## config.mk

```make
export PLATFORM = sky130hd
export DESIGN_NAME = windowed_mean_median_filter_core
export DESIGN_NICKNAME = d
export VERILOG_FILES = /design/src/rtl/core/wmmf_pkg.sv /design/src/rtl/core/windowed_mean_median_filter_core.sv /design/src/rtl/core/wmmf_ram.sv /design/src/rtl/core/wmmf_sorter.sv /design/src/rtl/core/wmmf_div.sv
export SDC_FILE = /design/constraint.sdc
export NUM_CORES = 1
export LEC_CHECK = 0
export BUFFER_PORTS_ARGS = -buffer_cell sky130_fd_sc_hd__buf_2
export CAP_MARGIN = 10
export CELL_PAD_IN_SITES_DETAIL_PLACEMENT = 0
export CELL_PAD_IN_SITES_GLOBAL_PLACEMENT = 1
export CORE_AREA = 2 2 254 256
export DETAILED_ROUTE_END_ITERATION = 10
export DIE_AREA = 0 0 256 258
export PLACE_DENSITY = 0.61
export SLEW_MARGIN = 30
export SYNTH_ARGS = -nofsm -noshare
export SYNTH_HDL_FRONTEND = slang
export SYNTH_SLANG_ARGS = --single-unit
```

## constraint.sdc

```tcl
create_clock -name clk_i -period 6.9 [get_ports clk_i]
set_input_delay 0.69 -clock clk_i [delete_from_list [all_inputs] [get_ports clk_i]]
set_output_delay 0.69 -clock clk_i [all_outputs]
set_load 0.05 [all_outputs]
```

## src/rtl/core/wmmf_pkg.sv

```systemverilog
`default_nettype none

package wmmf_pkg;

  localparam int unsigned SAMPLE_W       = 16;
  localparam int unsigned MODE_W         = 2;
  localparam int unsigned LEN_W          = 4;
  localparam int unsigned CFG_IDX_W      = 1;
  localparam int unsigned CFG_DATA_W     = 4;
  localparam int unsigned SUM_W          = SAMPLE_W + LEN_W;
  localparam int unsigned WINDOW_MAX_DEF = 10;

  localparam logic [MODE_W-1:0] MODE_PASS   = 2'd0;
  localparam logic [MODE_W-1:0] MODE_MEAN   = 2'd1;
  localparam logic [MODE_W-1:0] MODE_MEDIAN = 2'd2;

  localparam logic [CFG_IDX_W-1:0] REG_MODE = 1'd0;
  localparam logic [CFG_IDX_W-1:0] REG_LEN  = 1'd1;

  localparam logic [MODE_W-1:0] MODE_RESET = MODE_MEAN;
  localparam logic [LEN_W-1:0]  LEN_RESET  = 4'd5;

  typedef struct packed {
    logic clr;
    logic ins;
    logic shf;
  } sort_ctrl_t;

endpackage

`default_nettype wire

```

## src/rtl/core/windowed_mean_median_filter_core.sv

```systemverilog
// Windowed mean / median filter.
// Input channel: sample_i with in_valid_i / in_ready_o. Output channel:
// filtered_o and window_full_o with out_valid_o / out_ready_i. Every request
// gives exactly one result, in order. Configuration: cfg_we_i writes
// cfg_data_i into register cfg_idx_i (0 mode, 1 window length) at once and
// clears the window; write only while the block is idle.
// Samples go into a ring in a single-port-write RAM. Until the window has
// filled, and in pass-through or unknown mode, the request goes straight to
// the emit state. Mean: the window is read back one entry per cycle from the
// registered RAM output and summed, then a bit-serial divider forms the
// quotient. Median: the same read-back feeds an insertion row, then the row
// shifts down to the middle entry (middle pair averaged for even lengths).
// One request is in flight at a time; the next is taken as soon as the
// result sits in the output register, even if the receiver stalls. A
// stalled receiver holds the result and blocks the following request only
// when its result is also finished.
// Reset: mode mean, length 5, window empty; no clearing pass is needed.
`default_nettype none

module windowed_mean_median_filter_core import wmmf_pkg::*; #(
  parameter int unsigned WINDOW_MAX = WINDOW_MAX_DEF
) (
  input  wire logic                  clk_i,
  input  wire logic                  rst_ni,
  input  wire logic                  cfg_we_i,
  input  wire logic [CFG_IDX_W-1:0]  cfg_idx_i,
  input  wire logic [CFG_DATA_W-1:0] cfg_data_i,
  input  wire logic                  in_valid_i,
  output logic                       in_ready_o,
  input  wire logic [SAMPLE_W-1:0]   sample_i,
  output logic                       out_valid_o,
  input  wire logic                  out_ready_i,
  output logic      [SAMPLE_W-1:0]   filtered_o,
  output logic                       window_full_o
);

  localparam int unsigned PTR_W  = $clog2(WINDOW_MAX);
  localparam int unsigned FILL_W = $clog2(WINDOW_MAX + 1);

  localparam logic [2:0] ST_IDLE  = 3'd0;
  localparam logic [2:0] ST_READ  = 3'd1;
  localparam logic [2:0] ST_LAST  = 3'd2;
  localparam logic [2:0] ST_DIV   = 3'd3;
  localparam logic [2:0] ST_SHIFT = 3'd4;
  localparam logic [2:0] ST_EMIT  = 3'd5;

  logic [2:0]          state_q;
  logic [MODE_W-1:0]   mode_q;
  logic [LEN_W-1:0]    wl_q;
  logic [PTR_W-1:0]    wp_q, rd_idx_q;
  logic [FILL_W-1:0]   fill_q, fill_d;
  logic                rd_vld_q;
  logic [LEN_W-1:0]    shcnt_q;
  logic [SUM_W-1:0]    sum_q, sum_d;
  logic [SAMPLE_W-1:0] res_q;
  logic                full_q;
  logic                out_valid_q, out_full_q;
  logic [SAMPLE_W-1:0] out_filt_q;

  logic [LEN_W-1:0]    len_eff, med_m, med_shift;
  logic                accept, full_d, filt_on, out_free;
  logic [SAMPLE_W-1:0] rd_data, lo, hi;
  logic [SAMPLE_W:0]   mid_sum;
  logic                div_start, div_done;
  logic [SUM_W-1:0]    quotient;
  sort_ctrl_t          sort_ctrl;

  assign len_eff = (wl_q == '0 || wl_q > LEN_W'(WINDOW_MAX)) ? LEN_W'(1) : wl_q;
  assign accept  = in_valid_i && in_ready_o;
  assign fill_d  = (LEN_W'(fill_q) < len_eff) ? fill_q + FILL_W'(1) : fill_q;
  assign full_d  = LEN_W'(fill_d) == len_eff;
  assign filt_on = mode_q == MODE_MEAN || mode_q == MODE_MEDIAN;
  assign sum_d   = sum_q + SUM_W'(rd_data);
  assign out_free = !out_valid_q || out_ready_i;

  assign med_m     = len_eff >> 1;
  assign med_shift = len_eff[0] ? med_m : med_m - LEN_W'(1);
  assign mid_sum   = {1'b0, lo} + {1'b0, (len_eff[0] ? lo : hi)};

  assign div_start = state_q == ST_LAST && mode_q == MODE_MEAN;

  assign sort_ctrl.clr = accept;
  assign sort_ctrl.ins = rd_vld_q;
  assign sort_ctrl.shf = state_q == ST_SHIFT && shcnt_q != '0;

  wmmf_ram #(
    .WIDTH (SAMPLE_W),
    .DEPTH (WINDOW_MAX)
  ) u_ring (
    .clk_i   (clk_i),
    .we_i    (accept),
    .waddr_i (wp_q),
    .wdata_i (sample_i),
    .raddr_i (rd_idx_q),
    .rdata_o (rd_data)
  );

  wmmf_sorter #(
    .DEPTH (WINDOW_MAX)
  ) u_sorter (
    .clk_i  (clk_i),
    .ctrl_i (sort_ctrl),
    .data_i (rd_data),
    .lo_o   (lo),
    .hi_o   (hi)
  );

  wmmf_div #(
    .DIVIDEND_W (SUM_W),
    .DIVISOR_W  (LEN_W)
  ) u_div (
    .clk_i      (clk_i),
    .rst_ni     (rst_ni),
    .start_i    (div_start),
    .dividend_i (sum_d),
    .divisor_i  (len_eff),
    .done_o     (div_done),
    .quotient_o (quotient)
  );

  always_ff @(posedge clk_i or negedge rst_ni) begin
    if (!rst_ni) begin
      state_q     <= ST_IDLE;
      mode_q      <= MODE_RESET;
      wl_q        <= LEN_RESET;
      wp_q        <= '0;
      fill_q      <= '0;
      rd_idx_q    <= '0;
      rd_vld_q    <= 1'b0;
      shcnt_q     <= '0;
      out_valid_q <= 1'b0;
    end else begin
      rd_vld_q <= state_q == ST_READ;
      if (state_q == ST_EMIT && out_free) begin
        out_valid_q <= 1'b1;
      end else if (out_valid_q && out_ready_i) begin
        out_valid_q <= 1'b0;
      end
      if (cfg_we_i) begin
        case (cfg_idx_i)
          REG_MODE: mode_q <= cfg_data_i[MODE_W-1:0];
          REG_LEN:  wl_q   <= cfg_data_i[LEN_W-1:0];
          default:  ;
        endcase
        wp_q   <= '0;
        fill_q <= '0;
      end
      case (state_q)
        ST_IDLE: begin
          if (accept) begin
            fill_q   <= fill_d;
            wp_q     <= (LEN_W'(wp_q) == len_eff - LEN_W'(1)) ? '0 : wp_q + PTR_W'(1);
            rd_idx_q <= '0;
            state_q  <= (full_d && filt_on) ? ST_READ : ST_EMIT;
          end
        end
        ST_READ: begin
          if (LEN_W'(rd_idx_q) == len_eff - LEN_W'(1)) begin
            state_q <= ST_LAST;
          end else begin
            rd_idx_q <= rd_idx_q + PTR_W'(1);
          end
        end
        ST_LAST: begin
          shcnt_q <= med_shift;
          state_q <= (mode_q == MODE_MEAN) ? ST_DIV : ST_SHIFT;
        end
        ST_DIV: begin
          if (div_done) begin
            state_q <= ST_EMIT;
          end
        end
        ST_SHIFT: begin
          if (shcnt_q == '0) begin
            state_q <= ST_EMIT;
          end else begin
            shcnt_q <= shcnt_q - LEN_W'(1);
          end
        end
        ST_EMIT: begin
          if (out_free) begin
            state_q <= ST_IDLE;
          end
        end
        default: state_q <= ST_IDLE;
      endcase
    end
  end

  always_ff @(posedge clk_i) begin
    if (accept) begin
      res_q  <= sample_i;
      full_q <= full_d;
      sum_q  <= '0;
    end else if (rd_vld_q) begin
      sum_q <= sum_d;
    end
    if (state_q == ST_DIV && div_done) begin
      res_q <= quotient[SAMPLE_W-1:0];
    end
    if (state_q == ST_SHIFT && shcnt_q == '0) begin
      res_q <= mid_sum[SAMPLE_W:1];
    end
    if (state_q == ST_EMIT && out_free) begin
      out_filt_q <= res_q;
      out_full_q <= full_q;
    end
  end

  assign in_ready_o    = state_q == ST_IDLE;
  assign out_valid_o   = out_valid_q;
  assign filtered_o    = out_filt_q;
  assign window_full_o = out_full_q;

`ifndef NO_ASSERTIONS
  a_wp_in_window: assert property (@(posedge clk_i) disable iff (!rst_ni)
    LEN_W'(wp_q) < len_eff)
    else $error("write position outside window");

  a_fill_bounded: assert property (@(posedge clk_i) disable iff (!rst_ni)
    LEN_W'(fill_q) <= len_eff)
    else $error("fill count above window length");

  a_div_done_state: assert property (@(posedge clk_i) disable iff (!rst_ni)
    div_done |-> state_q == ST_DIV)
    else $error("divider finished outside divide state");

  a_rd_vld_state: assert property (@(posedge clk_i) disable iff (!rst_ni)
    rd_vld_q |-> (state_q == ST_READ || state_q == ST_LAST))
    else $error("ring read data arrived outside read phase");
`endif

endmodule

`default_nettype wire

```

## src/rtl/core/wmmf_ram.sv

```systemverilog
`default_nettype none

module wmmf_ram #(
  parameter int unsigned WIDTH = 16,
  parameter int unsigned DEPTH = 10
) (
  input  wire logic                     clk_i,
  input  wire logic                     we_i,
  input  wire logic [$clog2(DEPTH)-1:0] waddr_i,
  input  wire logic [WIDTH-1:0]         wdata_i,
  input  wire logic [$clog2(DEPTH)-1:0] raddr_i,
  output logic      [WIDTH-1:0]         rdata_o
);

  logic [WIDTH-1:0] mem_q [DEPTH];

  always_ff @(posedge clk_i) begin
    if (we_i) begin
      mem_q[waddr_i] <= wdata_i;
    end
    rdata_o <= mem_q[raddr_i];
  end

endmodule

`default_nettype wire

```

## src/rtl/core/wmmf_sorter.sv

```systemverilog
`default_nettype none

module wmmf_sorter import wmmf_pkg::*; #(
  parameter int unsigned DEPTH = WINDOW_MAX_DEF
) (
  input  wire logic                clk_i,
  input  wire sort_ctrl_t          ctrl_i,
  input  wire logic [SAMPLE_W-1:0] data_i,
  output logic      [SAMPLE_W-1:0] lo_o,
  output logic      [SAMPLE_W-1:0] hi_o
);

  // ascending row, unused slots hold all ones
  logic [SAMPLE_W-1:0] row_q [DEPTH];
  logic [SAMPLE_W-1:0] row_ins [DEPTH];
  logic [DEPTH-1:0]    gt;

  always_comb begin
    for (int k = 0; k < DEPTH; k++) begin
      gt[k] = row_q[k] > data_i;
    end
    row_ins[0] = gt[0] ? data_i : row_q[0];
    for (int k = 1; k < DEPTH; k++) begin
      if (!gt[k]) begin
        row_ins[k] = row_q[k];
      end else if (!gt[k-1]) begin
        row_ins[k] = data_i;
      end else begin
        row_ins[k] = row_q[k-1];
      end
    end
  end

  always_ff @(posedge clk_i) begin
    if (ctrl_i.clr) begin
      for (int k = 0; k < DEPTH; k++) begin
        row_q[k] <= '1;
      end
    end else if (ctrl_i.ins) begin
      for (int k = 0; k < DEPTH; k++) begin
        row_q[k] <= row_ins[k];
      end
    end else if (ctrl_i.shf) begin
      for (int k = 0; k < DEPTH - 1; k++) begin
        row_q[k] <= row_q[k+1];
      end
      row_q[DEPTH-1] <= '1;
    end
  end

  assign lo_o = row_q[0];
  assign hi_o = row_q[1];

endmodule

`default_nettype wire

```

## src/rtl/core/wmmf_div.sv

```systemverilog
`default_nettype none

module wmmf_div #(
  parameter int unsigned DIVIDEND_W = 20,
  parameter int unsigned DIVISOR_W  = 4
) (
  input  wire logic                  clk_i,
  input  wire logic                  rst_ni,
  input  wire logic                  start_i,
  input  wire logic [DIVIDEND_W-1:0] dividend_i,
  input  wire logic [DIVISOR_W-1:0]  divisor_i,
  output logic                       done_o,
  output logic      [DIVIDEND_W-1:0] quotient_o
);

  localparam int unsigned CNT_W = $clog2(DIVIDEND_W);

  logic                  busy_q, done_q;
  logic [CNT_W-1:0]      cnt_q;
  logic [DIVIDEND_W-1:0] quo_q;
  logic [DIVISOR_W-1:0]  rem_q, dvs_q;
  logic [DIVISOR_W:0]    trial, diff;
  logic                  take;

  assign trial = {rem_q, quo_q[DIVIDEND_W-1]};
  assign diff  = trial - {1'b0, dvs_q};
  assign take  = trial >= {1'b0, dvs_q};

  always_ff @(posedge clk_i or negedge rst_ni) begin
    if (!rst_ni) begin
      busy_q <= 1'b0;
      done_q <= 1'b0;
      cnt_q  <= '0;
    end else begin
      done_q <= 1'b0;
      if (start_i) begin
        busy_q <= 1'b1;
        cnt_q  <= '0;
      end else if (busy_q) begin
        cnt_q <= cnt_q + CNT_W'(1);
        if (cnt_q == CNT_W'(DIVIDEND_W - 1)) begin
          busy_q <= 1'b0;
          done_q <= 1'b1;
        end
      end
    end
  end

  always_ff @(posedge clk_i) begin
    if (start_i) begin
      quo_q <= dividend_i;
      rem_q <= '0;
      dvs_q <= divisor_i;
    end else if (busy_q) begin
      quo_q <= {quo_q[DIVIDEND_W-2:0], take};
      rem_q <= take ? diff[DIVISOR_W-1:0] : trial[DIVISOR_W-1:0];
    end
  end

  assign done_o     = done_q;
  assign quotient_o = quo_q;

endmodule

`default_nettype wire

```

==> impl_metrics.yaml <==
synthesis:
  synth_edf_count: 378
  ys.flop_type: "edfxtp_1"
  syn-num-nets: 2451
  avgSynthCellArea_sq_um: 11.4
  ys_seq_area_frac: 0.516
  netlist_instances: 2211
  ys_async_sr_fraction: 0.0752
  yosysWarnings: 0
  synth_area_sq_mm: 0.0252
  ys_types: 77
  yosys_register_bits: 452
critical_path:
  crit_path_frequent_cell: "a21oi_1"
  worstRegToRegCells: 15
  critical_path_required_ns: 7.24
  crit_chain: "or3_4 > nand2_2 > clkinv_1 > nor2_1 > a21o_1 > inv_1 > fa_1 > nand2b_1 > a21oi_1 > o22ai_1 > a211oi_1 > o21ai_0 > a21boi_0 > mux2i_1 > a21oi_1"
  worstReg2RegEnd: "res_q[13]"
  critPathMaxFanout: 19
  timing.reg2reg.setup_slack_ns: 2.30
  crit_arrival_ns: 4.94
  r2r-start: "wl_q[3]"
  critical_path_class: "reg2reg"
  startpoint_type: "flip-flop"
  slowest_stage: "clkinv_1"
  cp-end-kind: "flip-flop"
  crit_path_max_incr_delay_ns: 0.51
die:
  io_pins: 45
  die_x_um: 256
  die_h_um: 258
  start_util: 0.396
  die_area_sq_mm: 0.0660
  rows: 93
  core-area_sq_mm: 0.0636
clocking:
  cts_setup_buffers: 0
  htree_levels: 2
  clockBufferDepth: 3
  cts_made_buffers: 52
  clock_sinks: 452
  cts_tree: "done"
  postCtsResizedCells: 0
  path_clk_slew_ns: 0.06
  hold_buffers: 0
  root_buffer: "clkbuf_16"
  clock_latency_ns: 0.64
min_path:
  hp-class: "in2async"
placed_design:
  numPortBuffers: 44
  dp_hpwl_mm: 48.1
  routabilityCongestion: 0.848
pwr:
  power_frac_comb: 0.517
  netSwitchingPower_mw: 6.85
  internal_power_mw: 9.15
  p_clk_frac: 0.172
  ir_drop_mv: 0.223
  p_seq_frac: 0.311
  power.density_mw_per_mm2: 570
  leakage_nw: 10.8
  p_sw_frac: 0.428
sta:
  setup_viol: 0
  fmax_mhz: 217
  tns_ns: 0
  hold_viol: 0
  slew_violations: 0
  slew_headroom: 0.373
  worst_pin_slew_ns: 0.938
  fin_crit_ns: 4.60
  fin_skew_ns: 0.0437
  finalCritPeriodShare: 0.667
  rsz0062_at_grt: "false"
route:
  vias_per_cell: 5.48
  drt_pass1_iterations: 5
  drtIter0Drc: 1169
  wl_per_cell_um: 21.5
  antenna_left: 0
  drc: 0
  drt_wl_total_mm: 67.2
  routed-via-count: 17200
global_routing:
  grt_max_degree: 77
  grt_overflow: 0
  antenna_found_initial: 0
  grt_pass1_vias: 17700
  grt_util_all_layers: 0.203
  grt_pass1_wl_mm: 105
final_layout:
  final_cell_mix: "378 x edfxtp_1, 240 x a21oi_1, 220 x nor2_1"
  final_common_cell: "edfxtp_1"
  n_antenna_cell: 0
  layout-drive-gt1-share: 0.0979
  fin_util: 0.441
  area_delta_synth_final_pct: 11.4
  layout.nets: 2475
flow_run:
  cap_violations: 0
run_status:
  status: "finished clean"
flip-flops by register name, summed over array words and instances, names as in the netlist, 2 cells and up:
| name | count |
|---|---|
| u_ring.rdata_o | 16 |
| rd_idx_q | 4 |
| filtered_o | 16 |
| u_div.rem_q | 4 |
| u_ring.mem_q | 160 |
| sum_q | 20 |
| u_sorter.row_q | 160 |
| u_div.dvs_q | 4 |
| wp_q | 4 |
| shcnt_q | 4 |
| state_q | 3 |
| mode_q | 2 |
| u_div.quotient_o | 20 |
| u_div.cnt_q | 5 |
| wl_q | 4 |
| res_q | 16 |
| fill_q | 4 |
per-layer routing:
| metal | up-vias | GRT usage | share of wire |
|---|---|---|---|
| met5 | - | 0 | 0 |
| met4 | 0 | 0.0573 | 0.023 |
| met3 | 84 | 0.0248 | 0.030 |
| met2 | 265 | 0.335 | 0.47 |
| met1 | 8516 | 0.282 | 0.48 |
| li1 | 8296 | - | - |
per-stage QoR:
stage,area (sq um),hold WS (ns),instances,worst slack (ns),power [mW]
6_report,28100,0.164,3132,2.30,16.0
5_1_grt,28100,0.220,3132,1.79,17.3
4_1_cts,28100,0.156,3132,2.29,16.1
3_5_place_dp,26400,0.405,3036,2.36,13.3
3_3_place_gp,26400,0.407,3034,2.44,13.1
2_1_floorplan,25200,0.394,2211,2.98,10.9
worst max-delay path by stage:
stage                            endpoint  depth (start not counted)  slack [ns]        from
finish                          res_q[13]                         15        2.30     wl_q[3]
global route                    res_q[13]                         15        1.79     wl_q[3]
CTS                             res_q[13]                         15        2.29     wl_q[3]
detailed placement              res_q[13]                         15        2.36     wl_q[3]
global placement                res_q[13]                         15        2.44     wl_q[3]
floorplan           u_sorter.row_q[0][64]                          8        2.98  state_q[1]
logic make-up after synthesis:
logic type,after synthesis,share of synthesized area
adder cells (fa/ha/maj),214,0.107
flip-flops,452,0.516
XOR/XNOR,49,0.0170
buffers and inverters,182,0.0298
multiplexers,209,0.0994
AO/OA/AOI/OAI,526,0.126
AND/OR/NAND/NOR,579,0.104
cell usage after synthesis (4+ instances only):
cell type | n | area [sq um]
a211oi_1 | 28 | 210
a21o_1 | 39 | 293
a21oi_1 | 243 | 1220
a31oi_1 | 9 | 56.3
and2_1 | 12 | 75.1
and3_1 | 11 | 68.8
buf_1 | 6 | 22.5
buf_2 | 18 | 90.1
buf_4 | 4 | 30.0
clkbuf_1 | 83 | 312
dfrtp_1 | 31 | 776
dfxtp_1 | 40 | 801
edfxtp_1 | 378 | 11400
ha_1 | 211 | 2640
inv_1 | 65 | 244
mux2_2 | 9 | 101
mux2i_1 | 168 | 1680
mux4_2 | 32 | 721
nand2_1 | 163 | 612
nand2b_1 | 20 | 125
nand3_1 | 26 | 130
nand4_1 | 33 | 206
nor2_1 | 221 | 830
nor2b_1 | 44 | 275
nor3_1 | 19 | 95.1
nor4_1 | 4 | 25.0
o211ai_1 | 19 | 143
o21a_1 | 30 | 225
o21ai_0 | 94 | 470
o21bai_1 | 5 | 37.5
o22ai_1 | 8 | 50.1
o31ai_1 | 6 | 45.0
or3_1 | 9 | 56.3
xnor2_1 | 24 | 210
xor2_1 | 25 | 219
power groups by stage:
| stage | sequential [mW] | combinational [mW] | clock [mW] |
|---|---|---|---|
| CTS | 5.00 | 8.28 | 2.82 |
| detailed placement | 5.04 | 8.22 | 0 |
| floorplan | 4.71 | 6.20 | 0 |
| finish | 4.98 | 8.27 | 2.75 |
| global placement | 5.04 | 8.04 | 0 |
| global route | 5.10 | 9.24 | 2.92 |
critical path, delay by kind of cell, from the launching register on:
kind	cells	cell delay [ns]
fa+ha+maj	1	0.41
simple gates	4	1.20
buf+inv	2	0.57
compound gates	7	1.42
mux	1	0.24
flops	1	0.47
area by class of cell:
class	count	area (sq um)
multi-input cells	1577	11500
clock buffers	72	1400
well taps	855	1070
inverters	68	255
clock inverters	24	274
repair buffers	84	532
fillers	6032	35600
flip-flops and latches	452	13000
Note: power is estimated with default switching activity, not from simulation.
